`config.mk`:
```
export PLATFORM = sky130hd
export DESIGN_NAME = fir_cell
export DESIGN_NICKNAME = d
export VERILOG_FILES = /design/src/rtl/core/assert_macros.svh /design/src/rtl/core/fir_pkg.sv /design/src/rtl/core/fir_cell.sv
export SDC_FILE = /design/constraint.sdc
export NUM_CORES = 1
export LEC_CHECK = 0
export BUFFER_PORTS_ARGS = -buffer_cell sky130_fd_sc_hd__buf_2
export CORE_UTILIZATION = 61
export DETAILED_ROUTE_END_ITERATION = 7
export HOLD_SLACK_MARGIN = 0.02
export PLACE_DENSITY = 0.94
export SKIP_LAST_GASP = 1
export SLEW_MARGIN = 5
export SYNTH_ARGS = -nofsm -noshare
export SYNTH_HDL_FRONTEND = slang
export SYNTH_SLANG_ARGS = --single-unit
```
`constraint.sdc`:
```
create_clock -name clk -period 8.78 [get_ports clk]
set_input_delay 0.439 -clock clk [delete_from_list [all_inputs] [get_ports clk]]
set_output_delay 0.439 -clock clk [all_outputs]
set_load 0.02 [all_outputs]
```
`src/rtl/core/assert_macros.svh`:
```
// Assertion macros used by the FIR filter RTL.
// Included by modules that carry concurrent checks; no other dependencies.
`ifndef ASSERT_MACROS_SVH
`define ASSERT_MACROS_SVH

// Check that holds on every clock edge outside reset.
`define FIR_ASSERT(label, clk, rst_n, prop) \
  label: assert property (@(posedge clk) disable iff (!rst_n) (prop)) \
    else $error("%m: check failed");

// Implication checked on the same edge.
`define FIR_ASSERT_IMP(label, clk, rst_n, ante, cons) \
  label: assert property (@(posedge clk) disable iff (!rst_n) (ante) |-> (cons)) \
    else $error("%m: check failed");

// Implication checked on the following edge.
`define FIR_ASSERT_NXT(label, clk, rst_n, ante, cons) \
  label: assert property (@(posedge clk) disable iff (!rst_n) (ante) |=> (cons)) \
    else $error("%m: check failed");

`endif

```
`src/rtl/core/fir_pkg.sv`:
```
// Shared types and constants for the direct-form FIR filter.
// No dependencies; imported by fir_cell and fir_filter_direct_form.
`default_nettype none

package fir_pkg;

  localparam int SAMPLE_W    = 16;
  localparam int ACC_W       = 35;
  localparam int PROD_W      = 2 * SAMPLE_W;
  localparam int NUM_WEIGHTS = 8;
  localparam int CFG_IDX_W   = 4;
  localparam int IN_TDATA_W  = 16;
  localparam int OUT_TDATA_W = 40;

  typedef logic signed [SAMPLE_W-1:0] sample_t;
  typedef logic signed [ACC_W-1:0]    acc_t;

  // Partial sum travelling down the row of cells.
  typedef struct packed {
    logic vld;
    acc_t sum;
  } psum_t;

  // Controls broadcast to every cell.
  typedef struct packed {
    logic shift;    // a new sample enters the history
    logic advance;  // partial sums move one cell on
  } cell_ctl_t;

endpackage

`default_nettype wire

```
`src/rtl/core/fir_cell.sv`:
```
// One tap of the FIR filter: a history register and a multiply-accumulate stage.
// Depends on fir_pkg for the sample, sum and control types.
`default_nettype none

module fir_cell
  import fir_pkg::*;
(
  input  wire logic      clk,
  input  wire logic      rst_n,
  input  wire cell_ctl_t ctl,
  input  wire sample_t   sample_prev,
  output sample_t        sample_o,
  input  wire sample_t   weight,
  input  wire psum_t     psum_i,
  output psum_t          psum_o
);

  sample_t                     sample_r, sample_nxt;
  logic                        vld_r, vld_nxt;
  acc_t                        sum_r, sum_nxt;
  logic signed [PROD_W-1:0]    prod;

  // History: take the neighbor's sample when a new sample arrives.
  always_comb begin
    sample_nxt = ctl.shift ? sample_prev : sample_r;
  end

  // Multiply this tap and add to the partial sum from the left.
  always_comb begin
    prod    = PROD_W'(weight) * PROD_W'(sample_r);
    vld_nxt = ctl.advance ? psum_i.vld : vld_r;
    sum_nxt = ctl.advance ? (psum_i.sum + ACC_W'(prod)) : sum_r;
  end

  always_ff @(posedge clk) begin
    if (!rst_n) begin
      sample_r <= '0;
      vld_r    <= 1'b0;
    end else begin
      sample_r <= sample_nxt;
      vld_r    <= vld_nxt;
    end
  end

  always_ff @(posedge clk) begin
    sum_r <= sum_nxt;
  end

  assign sample_o   = sample_r;
  assign psum_o.vld = vld_r;
  assign psum_o.sum = sum_r;

endmodule

`default_nettype wire

```
* Word-level counts from Yosys, hierarchy flattened
Index checks and enable logic that the tools add are counted.
** Storage, ports and cells
- Bits in read-only memories :: 0
- Register bits :: 52
- Bits of input ports :: 72
- Memories kept :: 0
- Output and inout port bits :: 52
- RAM bits :: 0
- Latch bits :: 0
- Word-level logic and storage cells :: 5
** Operators by class
- Shift operators :: 0
- Div/mod/pow operators :: 0
- Magnitude comparators :: 0
- Reduce and logical (&&, ||, !) cells :: 0
- Muxes and demuxes :: 0
- Multiply operators :: 1
- Equality and inequality tests :: 0
- $add $sub $neg :: 1
- Bitwise operators :: 0
** Operators with widths (number)
- $add A35 B32 Y35 :: 1
- $mul A16 B16 Y32 :: 1

* Depth between registers and ports, before layout
- Depth in word-level cells :: 2
- Gate-level depth with buffers :: 24
- Mapped depth without buffers :: 22

* Least setup slack after synthesis
No wires, ideal clock.
- Path type :: flip-flop to flip-flop
- Start :: register sample_r[1] (netlist: sample_o[1])
- End :: register sum_r[32], data pin
- Path buffers :: 1
- Cell stages (with the launch flop) :: 23
- Library setup time :: 0.263 ns
- Period minus slack after synthesis :: 6.107 ns
- Slack :: 2.673 ns
- Data required time :: 8.517 ns
- Data arrival time :: 5.844 ns
- Path through :: dfxtp_1 -> clkbuf_1 -> nand2_1 -> inv_1 -> fa_1 -> inv_1 -> fa_1 -> fa_1 -> inv_1 -> fa_1 -> fa_1 -> inv_1 -> fa_1 -> inv_1 -> ha_1 -> a21o_1 -> a21o_1 -> a2111oi_4 -> a31oi_1 -> nor2_2 -> a21oi_2 -> o41ai_2 -> xnor2_1
** On the way
- Cells in the longest elaborated chain, start to end :: 2
** RTL lines
- from (decl) :: line fir_cell.sv:18 : sample_t sample_r, sample_nxt;
- from (signal assigned) :: line fir_cell.sv:40 : sample_r <= sample_nxt;
- $mul A16 B16 Y32 :: line fir_cell.sv:30 : prod = PROD_W'(weight) * PROD_W'(sample_r);
- $add A35 B32 Y35 :: line fir_cell.sv:32 : sum_nxt = ctl.advance ? (psum_i.sum + ACC_W'(prod)) : sum_r;
- to (signal assigned) :: line fir_cell.sv:46 : sum_r <= sum_nxt;
- to (decl) :: line fir_cell.sv:20 : acc_t sum_r, sum_nxt;
Every way passes these cells.
A chain may end at the register's enable or synchronous reset.

* Worst setup path in the final report
- Start :: register sample_r[2] (netlist: sample_o[2])
- End :: register sum_r[34], data pin
The elaborated chain is that of the path after synthesis.

==> metrics.yaml <==
power_and_ir_drop:
  p_leak_nw: 7.52
  ir_drop_v: 0.000408
  p_per_area_nw_per_um2: 337
routing:
  vias: 9791
  routed_wirelength_microns: 32400
  drtAntennaViolNets: 0
  drc: 0
  drtPass1Iterations: 6
  viasPerCell: 5.68
  wl_per_cell_microns: 18.8
  initialDrtViolationCount: 669
global_routing:
  grt_remaining_overflow: 0
  grt_pass1_vias: 11100
  grt_max_degree: 37
  grt_pass1_wl_microns: 53400
  grt.total_usage_pct: 31.6
  antenna_found_initial: 0
finish:
  nNetsFinal: 1935
  final_layout_size_suffix_gt1_share_pct: 10.1
  fillers: 1474
  final_cell_mix: "371 x inv_1, 310 x fa_1, 135 x nand2_1"
  area_growth_syn_to_layout_pct: 7.12
  antenna-diode-count: 0
  multiInputGateArea_sq_um: 10300
  final_common_cell: "inv_1"
  regArea_sq_um: 1390
floorplanning:
  die_h_microns: 150
  initial_core_util_pct: 62.7
  rows: 53
  dieArea_sq_um: 22400
  core_area_sq_um: 21200
  ioPinCount: 124
  chipWidth_microns: 150
worst_hold_path:
  min_path_type: "input pin to flop"
sta:
  post-route-period-util_pct: 80.2
  rsz0062_at_grt: "false"
  fmax_mhz: 142
  fin_crit_ns: 7.04
  finalSetupTns_ns: 0
  worstMarginPinSlew_ns: 1.09
  worst_clock_skew_ns: 0.00876
  whs_ns: 0.385
  maxSlewViolCount: 0
  finalHoldViolations: 0
  report.final.setup_viol: 0
  max_slew_margin_pct: 27.0
run:
  maxCapViolations: 0
synthesis:
  synth.avg_cell_area_sq_um: 9.77
  synthMuxAreaShare_pct: 1.45
  synth_nets: 1848
  synth_top_area_share_pct: 46.6
  ys_ff_latch: 52
  netlist_area_sq_um: 13300
  synthArstFlopShare_pct: 0
  synthXorXnorAreaFrac_pct: 2.30
  synth_top_family_by_area: "adder cells"
  synth_top_cell_by_area: "fa_1"
  synth_edf_count: 35
  syn_inst: 1362
  yosys-top-cells-area: "fa_1 47%, inv_1 10%, ha_1 9.8%"
  synth-simple-area-share_pct: 13.1
  synth_compound_area_share_pct: 4.48
  synth_warnings: 0
  ys_seq_area_share_pct: 10.5
  yosysUniqueCellTypes: 58
  synth_fa_ha_area_share_pct: 56.4
  synthFlopType: "edfxtp_1"
critical_path:
  worstSetupPathType: "flop to flop"
  worstPathRequired_ns: 8.84
  cpMaxStageDelayCell: "dfxtp_1"
  worstPathCellList: "nand2_1 > inv_1 > fa_1 > fa_1 > inv_1 > fa_1 > inv_1 > fa_1 > fa_1 > inv_1 > fa_1 > inv_1 > ha_1 > nand4_1 > nor3_1 > nand4_1 > a31oi_1 > nor2_2 > a21oi_2 > o221ai_1 > xnor2_1"
  crit_arrival_ns: 7.10
  setup.worst_path.start_class: "flop"
  slowest_delay_ns: 0.79
  crit_top_cell: "fa_1"
  critPathMaxFanout: 18
  end_kind: "flop"
clocking:
  cts_max_level: 2
  clockBufferDepth: 2
  cts_inserted_buffers: 5
  postCtsSetupBuffers: 0
  path_clk_slew_ns: 0.08
  cts-hold-fix-buffers: 0
  clock_sinks: 52
  root_buffer: "clkbuf_16"
  ctsResizeCount: 0
  cts_tree: "built"
  insertion_delay_ns: 0.31
run_status:
  status: "complete, no violations"
placed_design:
  numPortBuffers: 123
  dp_hpwl_microns: 26000
  gp_congestion: 0.896
-- sequential cells by signal, summed over array words and instances (netlist names) --
name,count
vld_r,1
sample_o,16
sum_r,35
-- layer usage --
metal | GRT usage, % | vias to the layer above | routed length (microns)
met2 | 56.2 | 567 | 16900
met4 | 21.2 | 0 | 2300
li1 | - | 4164 | -
met3 | 4.36 | 170 | 2570
met5 | 0 | - | 0
met1 | 35.2 | 4890 | 10600
-- synthesized netlist by cell type (2+ instances only) --
cell / number
a21boi_0: 2
nand3_1: 7
inv_1: 371
a211oi_1: 2
o211ai_2: 2
clkbuf_1: 39
and2_1: 122
nor2b_1: 20
nor3_1: 9
a21o_1: 12
o21ai_0: 11
and3_1: 2
o21bai_1: 2
mux2i_1: 17
nand4_1: 2
nand2b_1: 7
o211ai_1: 2
nand2_1: 135
dfxtp_1: 17
mux2_2: 2
fa_1: 310
or3_1: 2
xor2_1: 6
a31oi_1: 3
xnor2_1: 29
a21oi_1: 24
o21a_1: 4
edfxtp_1: 35
ha_1: 104
nor2_1: 34
-- cell families after synthesis --
kind of cell,after synthesis
buf+inv,414
mux,19
xor+xnor,35
compound gates,80
fa+ha+maj,414
simple gates,348
flops,52
-- report_power, final --
group | leakage (nW) | total, mW | internal [mW] | switching (mW)
clock | 0.0823 | 0.227 | 0.123 | 0.104
combinational | 6.96 | 4.01 | 1.67 | 2.34
sequential | 0.483 | 0.563 | 0.518 | 0.0445
total | 7.52 | 4.80 | 2.31 | 2.49
-- worst max-delay path: cells and delay by family, from the launching register on --
kind / cells / cell delay (ns)
adder cells (fa/ha/maj): 7 / 3.50
AND/OR/NAND/NOR: 5 / 1.05
AO/OA/AOI/OAI: 3 / 0.88
flip-flops: 1 / 0.79
buffers and inverters: 5 / 0.37
XOR/XNOR: 1 / 0.17
-- final cells by class --
class	count	area share, %
clock buffer	6	1.05
inverter	371	9.77
sequential	52	9.76
clock inverter	2	0.0790
multi-input combinational	896	72.6
timing repair buffer	123	4.32
tap	275	2.41
-- path summary, 6_finish.rpt --
kind	startpoint	to	slack [ns]	depth (start not counted)
max	sample_o[2]	sum_r[34]	1.74	21
min	sample_prev[7]	sample_o[7]	0.38	3
max reg2reg	sample_o[2]	sum_r[34]	1.74	21
min reg2reg	vld_r	vld_r	0.52	2
-- stage by stage --
stage / total power, mW / setup WS [ns] / std cells / instance area, sq um / utilization (%)
2_1_floorplan: 3.61 / 2.67 / 1362 / 13300 / -
3_3_place_gp: 4.26 / 2.23 / 1717 / 14100 / 66.4
3_5_place_dp: 4.50 / 1.93 / 1717 / 14100 / 66.4
4_1_cts: 4.76 / 1.93 / 1725 / 14300 / 67.2
5_1_grt: 5.29 / 1.48 / 1725 / 14300 / 67.2
6_report: 4.80 / 1.74 / 1725 / 14300 / 67.2
No activity file was read; power rests on OpenSTA's default activity.
